$ cat config.mk
export PLATFORM = sky130hd
export DESIGN_NAME = nearest_neighbor_pixel_upscaler_unit
export DESIGN_NICKNAME = d
export VERILOG_FILES = /design/src/nnu_pkg.sv /design/src/nearest_neighbor_pixel_upscaler_unit.sv /design/src/nnu_ram.sv /design/src/nnu_front.sv /design/src/nnu_cmd_fifo.sv /design/src/nnu_back.sv
export SDC_FILE = /design/constraint.sdc
export NUM_CORES = 2
export LEC_CHECK = 0
export CAP_MARGIN = 20
export CORE_ASPECT_RATIO = 1.1
export CORE_UTILIZATION = 40
export DETAILED_ROUTE_END_ITERATION = 10
export DONT_BUFFER_PORTS = 1
export MAX_ROUTING_LAYER = met4
export REMOVE_ABC_BUFFERS = 1
export SYNTH_ARGS = -nofsm -noshare
export SYNTH_HDL_FRONTEND = slang
export SYNTH_SLANG_ARGS = --single-unit
$ cat constraint.sdc
create_clock -name clk -period 10.4 [get_ports clk]
set_input_delay 0 -clock clk [delete_from_list [all_inputs] [get_ports clk]]
set_output_delay 0 -clock clk [all_outputs]
set_load 0.01 [all_outputs]
$ cat src/nnu_pkg.sv
`default_nettype none
package nnu_pkg;

  localparam int MAX_WIDTH_DEF  = 64;
  localparam int MAX_FACTOR_DEF = 8;

  localparam int PIX_W        = 32;
  localparam int WIDTH_REG_W  = 7;
  localparam int HEIGHT_REG_W = 13;
  localparam int FACTOR_REG_W = 4;
  localparam int ROW_W        = 12;
  localparam int MAX_HEIGHT   = 4096;
  localparam int CFG_IDX_W    = 2;
  localparam int CFG_DATA_W   = 13;
  localparam int OUT_USER_W   = 3;

  localparam int CMD_DEPTH = 4;
  localparam int CMD_PTR_W = 2;
  localparam int CMD_CNT_W = 3;

  localparam logic [CFG_IDX_W-1:0] REG_SRC_WIDTH    = 2'd0;
  localparam logic [CFG_IDX_W-1:0] REG_SRC_HEIGHT   = 2'd1;
  localparam logic [CFG_IDX_W-1:0] REG_SCALE_FACTOR = 2'd2;

  localparam logic MODE_PIXEL  = 1'b0;
  localparam logic MODE_REPLAY = 1'b1;

  typedef struct packed {
    logic [PIX_W-1:0]        pixel;
    logic                    from_store;
    logic [FACTOR_REG_W-1:0] count;
    logic                    row_end;
    logic                    frame_end;
    logic                    rejected;
  } cmd_t;

endpackage
`default_nettype wire

$ cat src/nearest_neighbor_pixel_upscaler_unit.sv
// channel | direction | payload
// cfg     | in        | cfg_index: register 0 width, 1 height, 2 factor; cfg_data: value
// s_axis  | in        | s_tdata: source pixel; s_tuser: mode (0 pixel, 1 replay tick)
// m_axis  | out       | m_tdata: pixel; m_tlast: last of run; m_tuser: row/frame end, rejected
//
// One output beat per cycle while commands are queued and m_tready is high; an item gives
// factor beats at the output (one for a rejected pixel), counted by the beat counter of the output stage.
// Input side takes up to one item per cycle while the four-entry command queue has room.
// Synchronous reset: registers 24/24/4, counters cleared, no line store clearing pass.
// Stalls on m_tready hold the output register; the input side stalls only when the queue fills.
`default_nettype none
module nearest_neighbor_pixel_upscaler_unit #(
  parameter int MAX_WIDTH  = nnu_pkg::MAX_WIDTH_DEF,
  parameter int MAX_FACTOR = nnu_pkg::MAX_FACTOR_DEF
) (
  input  wire logic                            clk,
  input  wire logic                            rst,
  input  wire logic                            cfg_valid,
  output logic                                 cfg_ready,
  input  wire logic [nnu_pkg::CFG_IDX_W-1:0]   cfg_index,
  input  wire logic [nnu_pkg::CFG_DATA_W-1:0]  cfg_data,
  input  wire logic                            s_tvalid,
  output logic                                 s_tready,
  input  wire logic [nnu_pkg::PIX_W-1:0]       s_tdata,   // [31:0] pixel_in
  input  wire logic                            s_tuser,   // [0] mode
  output logic                                 m_tvalid,
  input  wire logic                            m_tready,
  output logic [nnu_pkg::PIX_W-1:0]            m_tdata,   // [31:0] pixel_out
  output logic                                 m_tlast,
  output logic [nnu_pkg::OUT_USER_W-1:0]       m_tuser    // [0] row_end [1] frame_end [2] rejected
);

  logic                             cmd_push;
  nnu_pkg::cmd_t                    cmd_data;
  nnu_pkg::cmd_t                    head;
  logic                             head_valid;
  logic                             pop;
  logic [nnu_pkg::CMD_CNT_W-1:0]    fifo_count;

  assign cfg_ready = 1'b1;

  nnu_front #(
    .MAX_WIDTH (MAX_WIDTH),
    .MAX_FACTOR(MAX_FACTOR)
  ) u_front (
    .clk       (clk),
    .rst       (rst),
    .cfg_valid (cfg_valid),
    .cfg_index (cfg_index),
    .cfg_data  (cfg_data),
    .s_tvalid  (s_tvalid),
    .s_tready  (s_tready),
    .s_mode    (s_tuser),
    .s_pixel   (s_tdata),
    .fifo_count(fifo_count),
    .cmd_push  (cmd_push),
    .cmd_data  (cmd_data)
  );

  nnu_cmd_fifo u_fifo (
    .clk       (clk),
    .rst       (rst),
    .push      (cmd_push),
    .push_data (cmd_data),
    .pop       (pop),
    .head      (head),
    .head_valid(head_valid),
    .count     (fifo_count)
  );

  nnu_back u_back (
    .clk       (clk),
    .rst       (rst),
    .head      (head),
    .head_valid(head_valid),
    .pop       (pop),
    .m_tvalid  (m_tvalid),
    .m_tready  (m_tready),
    .m_tdata   (m_tdata),
    .m_tlast   (m_tlast),
    .m_tuser   (m_tuser)
  );

endmodule
`default_nettype wire

$ cat src/nnu_ram.sv
`default_nettype none
module nnu_ram #(
  parameter int WIDTH = 32,
  parameter int DEPTH = 64,
  localparam int AW = (DEPTH > 1) ? $clog2(DEPTH) : 1
) (
  input  wire logic             clk,
  input  wire logic             we,
  input  wire logic [AW-1:0]    waddr,
  input  wire logic [WIDTH-1:0] wdata,
  input  wire logic [AW-1:0]    raddr,
  output logic      [WIDTH-1:0] rdata
);

  logic [WIDTH-1:0] mem [DEPTH];

  always_ff @(posedge clk) begin
    if (we) begin
      mem[waddr] <= wdata;
    end
    rdata <= mem[raddr];
  end

endmodule
`default_nettype wire

$ cat src/nnu_front.sv
`default_nettype none
module nnu_front #(
  parameter int MAX_WIDTH  = nnu_pkg::MAX_WIDTH_DEF,
  parameter int MAX_FACTOR = nnu_pkg::MAX_FACTOR_DEF
) (
  input  wire logic                           clk,
  input  wire logic                           rst,
  input  wire logic                           cfg_valid,
  input  wire logic [nnu_pkg::CFG_IDX_W-1:0]  cfg_index,
  input  wire logic [nnu_pkg::CFG_DATA_W-1:0] cfg_data,
  input  wire logic                           s_tvalid,
  output logic                                s_tready,
  input  wire logic                           s_mode,
  input  wire logic [nnu_pkg::PIX_W-1:0]      s_pixel,
  input  wire logic [nnu_pkg::CMD_CNT_W-1:0]  fifo_count,
  output logic                                cmd_push,
  output nnu_pkg::cmd_t                       cmd_data
);

  localparam int CW   = (MAX_WIDTH > 1) ? $clog2(MAX_WIDTH) : 1;
  localparam int RW   = $clog2(MAX_FACTOR);
  localparam int CMPW = 14;
  localparam int FCW  = 8;

  logic [nnu_pkg::WIDTH_REG_W-1:0]  src_width;
  logic [nnu_pkg::HEIGHT_REG_W-1:0] src_height;
  logic [nnu_pkg::FACTOR_REG_W-1:0] scale_factor;

  logic [CW-1:0]             write_column;
  logic [CW-1:0]             read_column;
  logic [RW-1:0]             replay_row;
  logic [nnu_pkg::ROW_W-1:0] source_row;
  logic                      replaying;

  logic          s1_valid;
  nnu_pkg::cmd_t s1_cmd;

  logic [nnu_pkg::WIDTH_REG_W-1:0]  eff_w;
  logic [nnu_pkg::HEIGHT_REG_W-1:0] eff_h;
  logic [nnu_pkg::FACTOR_REG_W-1:0] eff_f;
  logic                             wr_row_end;
  logic                             rd_row_end;
  logic                             last_row;
  logic                             last_pass;
  logic [nnu_pkg::ROW_W-1:0]        source_row_next;
  logic                             accept;
  logic                             is_pixel;
  logic [nnu_pkg::PIX_W-1:0]        store_rdata;

  always_comb begin
    if (src_width == '0) begin
      eff_w = nnu_pkg::WIDTH_REG_W'(1);
    end else if (CMPW'(src_width) > CMPW'(MAX_WIDTH)) begin
      eff_w = nnu_pkg::WIDTH_REG_W'(MAX_WIDTH);
    end else begin
      eff_w = src_width;
    end
    if (src_height == '0) begin
      eff_h = nnu_pkg::HEIGHT_REG_W'(1);
    end else if (CMPW'(src_height) > CMPW'(nnu_pkg::MAX_HEIGHT)) begin
      eff_h = nnu_pkg::HEIGHT_REG_W'(nnu_pkg::MAX_HEIGHT);
    end else begin
      eff_h = src_height;
    end
    if (scale_factor == '0) begin
      eff_f = nnu_pkg::FACTOR_REG_W'(1);
    end else if (FCW'(scale_factor) > FCW'(MAX_FACTOR)) begin
      eff_f = nnu_pkg::FACTOR_REG_W'(MAX_FACTOR);
    end else begin
      eff_f = scale_factor;
    end
  end

  assign wr_row_end = (CMPW'(write_column) + CMPW'(1)) >= CMPW'(eff_w);
  assign rd_row_end = (CMPW'(read_column) + CMPW'(1)) >= CMPW'(eff_w);
  assign last_row   = (CMPW'(source_row) + CMPW'(1)) >= CMPW'(eff_h);
  assign last_pass  = (FCW'(replay_row) + FCW'(2)) >= FCW'(eff_f);
  assign source_row_next = last_row ? '0 : source_row + nnu_pkg::ROW_W'(1);

  assign s_tready = ((nnu_pkg::CMD_CNT_W + 1)'(fifo_count) + (nnu_pkg::CMD_CNT_W + 1)'(s1_valid))
                    < (nnu_pkg::CMD_CNT_W + 1)'(nnu_pkg::CMD_DEPTH);
  assign accept   = s_tvalid && s_tready;
  assign is_pixel = (s_mode == nnu_pkg::MODE_PIXEL);

  nnu_ram #(
    .WIDTH(nnu_pkg::PIX_W),
    .DEPTH(MAX_WIDTH)
  ) u_line_store (
    .clk  (clk),
    .we   (accept && is_pixel && !replaying),
    .waddr(write_column),
    .wdata(s_pixel),
    .raddr(read_column),
    .rdata(store_rdata)
  );

  always_ff @(posedge clk) begin
    if (rst) begin
      src_width    <= nnu_pkg::WIDTH_REG_W'(24);
      src_height   <= nnu_pkg::HEIGHT_REG_W'(24);
      scale_factor <= nnu_pkg::FACTOR_REG_W'(4);
      write_column <= '0;
      read_column  <= '0;
      replay_row   <= '0;
      source_row   <= '0;
      replaying    <= 1'b0;
      s1_valid     <= 1'b0;
    end else begin
      if (cfg_valid) begin
        unique case (cfg_index)
          nnu_pkg::REG_SRC_WIDTH:    src_width    <= cfg_data[nnu_pkg::WIDTH_REG_W-1:0];
          nnu_pkg::REG_SRC_HEIGHT:   src_height   <= cfg_data[nnu_pkg::HEIGHT_REG_W-1:0];
          nnu_pkg::REG_SCALE_FACTOR: scale_factor <= cfg_data[nnu_pkg::FACTOR_REG_W-1:0];
          default: ;
        endcase
      end
      s1_valid <= accept && (is_pixel || replaying);
      if (accept) begin
        priority if (is_pixel && !replaying) begin
          if (wr_row_end) begin
            write_column <= '0;
            if (eff_f > nnu_pkg::FACTOR_REG_W'(1)) begin
              replaying   <= 1'b1;
              replay_row  <= '0;
              read_column <= '0;
            end else begin
              source_row <= source_row_next;
            end
          end else begin
            write_column <= write_column + CW'(1);
          end
        end else if (!is_pixel && replaying) begin
          if (rd_row_end) begin
            read_column <= '0;
            if (last_pass) begin
              replaying  <= 1'b0;
              replay_row <= '0;
              source_row <= source_row_next;
            end else begin
              replay_row <= replay_row + RW'(1);
            end
          end else begin
            read_column <= read_column + CW'(1);
          end
        end else begin
        end
      end
    end
  end

  always_ff @(posedge clk) begin
    if (accept) begin
      priority if (is_pixel && replaying) begin
        s1_cmd.pixel      <= '0;
        s1_cmd.from_store <= 1'b0;
        s1_cmd.count      <= nnu_pkg::FACTOR_REG_W'(1);
        s1_cmd.row_end    <= 1'b0;
        s1_cmd.frame_end  <= 1'b0;
        s1_cmd.rejected   <= 1'b1;
      end else if (is_pixel) begin
        s1_cmd.pixel      <= s_pixel;
        s1_cmd.from_store <= 1'b0;
        s1_cmd.count      <= eff_f;
        s1_cmd.row_end    <= wr_row_end;
        s1_cmd.frame_end  <= wr_row_end && (eff_f == nnu_pkg::FACTOR_REG_W'(1)) && last_row;
        s1_cmd.rejected   <= 1'b0;
      end else begin
        s1_cmd.pixel      <= '0;
        s1_cmd.from_store <= 1'b1;
        s1_cmd.count      <= eff_f;
        s1_cmd.row_end    <= rd_row_end;
        s1_cmd.frame_end  <= rd_row_end && last_pass && last_row;
        s1_cmd.rejected   <= 1'b0;
      end
    end
  end

  always_comb begin
    cmd_push = s1_valid;
    cmd_data = s1_cmd;
    if (s1_cmd.from_store) begin
      cmd_data.pixel = store_rdata;
    end
  end

endmodule
`default_nettype wire

$ cat src/nnu_cmd_fifo.sv
`default_nettype none
module nnu_cmd_fifo (
  input  wire logic                          clk,
  input  wire logic                          rst,
  input  wire logic                          push,
  input  wire nnu_pkg::cmd_t                 push_data,
  input  wire logic                          pop,
  output nnu_pkg::cmd_t                      head,
  output logic                               head_valid,
  output logic [nnu_pkg::CMD_CNT_W-1:0]      count
);

  nnu_pkg::cmd_t                   entries [nnu_pkg::CMD_DEPTH];
  logic [nnu_pkg::CMD_PTR_W-1:0]   wr_ptr;
  logic [nnu_pkg::CMD_PTR_W-1:0]   rd_ptr;

  assign head       = entries[rd_ptr];
  assign head_valid = (count != '0);

  always_ff @(posedge clk) begin
    if (push) begin
      entries[wr_ptr] <= push_data;
    end
  end

  always_ff @(posedge clk) begin
    if (rst) begin
      wr_ptr <= '0;
      rd_ptr <= '0;
      count  <= '0;
    end else begin
      if (push) begin
        wr_ptr <= wr_ptr + nnu_pkg::CMD_PTR_W'(1);
      end
      if (pop) begin
        rd_ptr <= rd_ptr + nnu_pkg::CMD_PTR_W'(1);
      end
      unique case ({push, pop})
        2'b10:   count <= count + nnu_pkg::CMD_CNT_W'(1);
        2'b01:   count <= count - nnu_pkg::CMD_CNT_W'(1);
        default: count <= count;
      endcase
    end
  end

endmodule
`default_nettype wire

$ cat src/nnu_back.sv
`default_nettype none
module nnu_back (
  input  wire logic                            clk,
  input  wire logic                            rst,
  input  wire nnu_pkg::cmd_t                   head,
  input  wire logic                            head_valid,
  output logic                                 pop,
  output logic                                 m_tvalid,
  input  wire logic                            m_tready,
  output logic [nnu_pkg::PIX_W-1:0]            m_tdata,
  output logic                                 m_tlast,
  output logic [nnu_pkg::OUT_USER_W-1:0]       m_tuser
);

  logic [nnu_pkg::FACTOR_REG_W-1:0] beat;
  logic                             load;
  logic                             last;

  assign load = head_valid && (!m_tvalid || m_tready);
  assign last = (beat + nnu_pkg::FACTOR_REG_W'(1)) == head.count;
  assign pop  = load && last;

  always_ff @(posedge clk) begin
    if (rst) begin
      m_tvalid <= 1'b0;
      beat     <= '0;
    end else if (load) begin
      m_tvalid <= 1'b1;
      beat     <= last ? '0 : beat + nnu_pkg::FACTOR_REG_W'(1);
    end else if (m_tready) begin
      m_tvalid <= 1'b0;
    end
  end

  always_ff @(posedge clk) begin
    if (load) begin
      m_tdata <= head.pixel;
      m_tlast <= last;
      m_tuser <= {head.rejected, last && head.frame_end, last && head.row_end};
    end
  end

endmodule
`default_nettype wire
==> summary.txt <==
Pwr
  – Leak Pwr: between 30 and 40 nW
  – Total Power: about 19 mW
  – Pint: 15.3 mW
  – Sw frac: 0.208
  – Combinational power share: 0.035
  – Worst vdd ir: 0.183 mV
  – Sw power: between 4 and 5 mW
  – Seq pwr share: 0.547
  – Power per cell area: 185 nW/um2
  – Clk network pwr share: 0.418

Timing
  – Worst slew pin tran: approximately 1.2 ns
  – PnR worst setup slack: 5.91 ns
  – Setup TNS: 0 ns
  – Fmax: 0.223 GHz
  – Final Hold Vio Count: 0
  – Worst rel slew slack: 0.226
  – Fin. max-slew vios: 0
  – Final setup vio count: 0
  – Fin crit share: 0.432
  – Crit path time final: 4.49 ns
  – Clk_skew: ~0.050 ns
  – RSZ-0062 raised after global routing: no

Die
  – # IOs: 92
  – Initial core utilization: 0.403
  – Placeable core area: approximately 230000 um2
  – Row count: 183
  – Die Y: about 500 um
  – Chip width: 457 um
  – Total Die Area: 230000 um2

GRT
  – Gr usage total: 0.202
  – Antenna violations before repair: 8
  – Vias in the first global route: between 40000 and 50000
  – Total gr overflow: 0
  – First-pass GRT wire length: 321000 um
  – Largest net degree at the start of global routing: 124

Worst hold path
  – Hold crit path type: in -> reg
  – Hold depth: 5
  – Worst Hold End: u_front.src_width[3]
  – Worst hold start: cfg_index[1]

Critical path
  – WP buf/inv: 2
  – Crit Path Max Fanout: about 60
  – Max incr delay on CP: 0.87 ns
  – CP top delay family: buffers and inverters
  – Worst r2r path cells: 12
  – Crit path DAT: between 5 and 6 ns
  – RR Startpoint: u_front.read_column[1]
  – Startpoint types: register
  – Crit path required time: roughly 11 ns
  – Crit path kind: reg -> reg
  – CP Capture Type: register
  – Worst path slowest cell: buf_4
  – R2r setup slk: 5.91 ns
  – Crit-path cells: buf_4, nand3_1, nor2_1, xor2_1, ha_1, a21oi_1, nand3_1, a221o_1, nor3_1, nand2b_1, a21oi_1, dlygate4sd3_1
  – FF-to-FF End: u_front.read_column[0]

Placement
  – Placer Congestion: roughly 0.8
  – Placed Area: roughly 95000 um2
  – IO buf count: 0
  – Pre-CTS setup slack: 5.84 ns
  – DPL Wire Length: ~120000 um
  – Dpl cells: between 6000 and 7000

Synthesis
  – Synth Cell Area: ~91000 um2
  – Synth area leaders: edfxtp_1 (75%), mux4_2 (16%), dfxtp_1 (2.2%), mux2i_1 (0.85%), ha_1 (0.63%)
  – Most used DFF post-synth: edfxtp_1
  – Syn Area/Cell: 22.7 um2
  – Syn Inst Count: approximately 4000
  – Largest area contributor in the netlist: edfxtp_1
  – Yosys warns: 0
  – Synth async-reset ratio: 0
  – #FFs+latches synth: about 2400
  – EDFF count, synth: approximately 2300
  – Synth cell types: 60
  – Seq/Total Area, Yosys: 0.773
  – Yosys top cell area share: 0.751

Detailed routing
  – Initial drt markers: 4680
  – Antenna-violating nets left: 0
  – Detailed-route via count: 42700
  – Final WL: approximately 230000 um
  – Vias per inst: 5.74
  – Drt drc: 0
  – Pre-antenna DRT Iters: 7
  – Drt wl/cell: 30.4 um

Clocking
  – Num CTS Buffers: 222
  – Clock Latency Late Sink: 0.89 ns
  – Root Driver: clkbuf_16
  – CTS tree: built
  – Deepest clock path buffer count: 3
  – Reg clk slew, reported paths: roughly 0.070 ns
  – H-tree depth: 4
  – Setup bufs post-CTS: 0
  – Clock sink count: 2379

Cells and area
  – Area growth from synthesis to final layout: 14.7%
  – Final instance area: roughly 100000 um2
  – Fin nets: about 4400
  – Layout Cells excl Fill: about 7400
  – Layout cells sized above 1: 0.277

Status
  – Run status: completed

Job
  – Max_cap viols: 0
==> flip-flops by register name, indices dropped and copies added (netlist names), 4 cells and up, named ones only <==
signal and flops:
u_fifo.entries 156, u_front.cmd_data 8, u_back.beat 4, u_front.source_row 12, u_front.read_column 6, u_front.u_line_store.rdata 32
u_front.src_height 13, u_back.m_tdata 32, u_front.src_width 7, u_front.u_line_store.mem 2048, u_front.write_column 6, u_front.s1_cmd 32
u_front.scale_factor 4
==> cell type report <==
| type | instances | area (um2) |
|---|---|---|
| Clock inverter | 148 | 1420 |
| Multi-Input combinational cell | 1409 | 20200 |
| Antenna cell | 2 | 5.00 |
| Clock buffer | 272 | 5880 |
| Timing Repair Buffer | 241 | 2770 |
| Inverter | 25 | 93.8 |
| Tap cell | 2960 | 3700 |
| Fill cell | 18500 | 122000 |
| Sequential cell | 2379 | 70500 |
==> worst reg2reg max path: stages (launching register included) <==
cell and delay (ns):
dfxtp_4 0.67, buf_4 0.87, nand3_1 0.32, nor2_1 0.21, xor2_1 0.21, ha_1 0.31, a21oi_1 0.14, nand3_1 0.10
a221o_1 0.44, nor3_1 0.37, nand2b_1 0.10, a21oi_1 0.14, dlygate4sd3_1 0.55
==> power by group through the flow <==
stage	sequential, mW	clock, mW	combinational, mW
floorplan	10.8	0	0.532
global placement	10.8	0	0.483
detailed placement	10.8	0	0.488
CTS	10.6	8.22	0.687
global route	10.6	8.55	0.729
finish	10.6	8.09	0.679
==> cell usage in the layout (no fill, tap or decap), types with 32 or more instances in the layout <==
| master | n |
|---|---|
| buf_16 | 34 |
| edfxtp_1 | 2280 |
| nand2_1 | 77 |
| clkinv_2 | 45 |
| mux2_2 | 33 |
| a21oi_1 | 43 |
| a22oi_1 | 46 |
| clkbuf_1 | 37 |
| clkinv_1 | 60 |
| dlygate4sd3_1 | 92 |
| nor2_1 | 88 |
| mux4_2 | 647 |
| nor2_4 | 64 |
| and2_1 | 33 |
| ha_1 | 45 |
| buf_4 | 105 |
| o22ai_1 | 32 |
| mux2i_1 | 77 |
| clkbuf_16 | 223 |
| dfxtp_1 | 92 |
==> synth_stat cells, drive strengths merged, types with 4 or more instances <==
library cell	count
ha	46
nor2	152
or4	5
nor3b	7
nand2b	8
buf	109
mux2i	77
or3	6
mux4	647
nand3	25
and2	38
a21oi	43
o31ai	7
nand2	78
a32o	10
o21ai	17
and3	8
a31oi	5
dfxtp	99
a22oi	46
o22ai	32
inv	24
a2111oi	9
o211ai	6
a21o	7
xor2	13
nor2b	6
edfxtp	2280
nand4	4
nor4	7
xnor2	12
mux2	34
clkbuf	102
nor3	26
==> timing repair <==
item,4_1_cts,5_1_grt
resized for setup,0,0
hold endpoints to repair,2164,0
hold buffers,125,0
==> metal layers <==
layer	track usage	share of wire	vias up
met1	0.264	0.41	23300
met5	-	0	-
met2	0.332	0.51	1564
met3	0.0324	0.066	304
li1	-	-	17500
met4	0.0482	0.020	0
==> kinds of logic (layout without fill, tap and decap cells) <==
kind of cell	count (synthesis)	count (layout)	synth area share
flops	2379	2379	0.773
mux	758	758	0.173
simple gates	379	379	0.0194
buf+inv	236	686	0.0113
compound gates	199	199	0.0150
fa+ha+maj	47	47	0.00653
xor+xnor	25	25	0.00240
other cells	1	3	0.0000411
==> metrics by stage <==
stage / hold WS (ns) / utilization
after floorplan: 0.0691 / -
after global placement: 0.0714 / 0.421
after detailed placement: 0.0727 / 0.421
after CTS: 0.00743 / 0.462
after global routing: 0.0750 / 0.462
final: 0.0845 / 0.462
==> worst max path at each step <==
stage	startpoint	endpoint	slack [ns]	depth (start not counted)
3_5_place_dp	u_front.read_column[0]	u_front.u_line_store.rdata[17]	5.84	6
2_1_floorplan	u_front.read_column[0]	u_front.source_row[11]	-14.42	9
6_report	u_front.read_column[1]	u_front.read_column[0]	5.91	12
4_1_cts	u_front.read_column[0]	u_front.u_line_store.rdata[17]	5.80	6
3_3_place_gp	u_front.read_column[0]	u_front.u_line_store.rdata[31]	5.49	6
5_1_grt	u_front.read_column[1]	u_front.read_column[0]	5.54	12
Power figures use the tool's default switching activity.
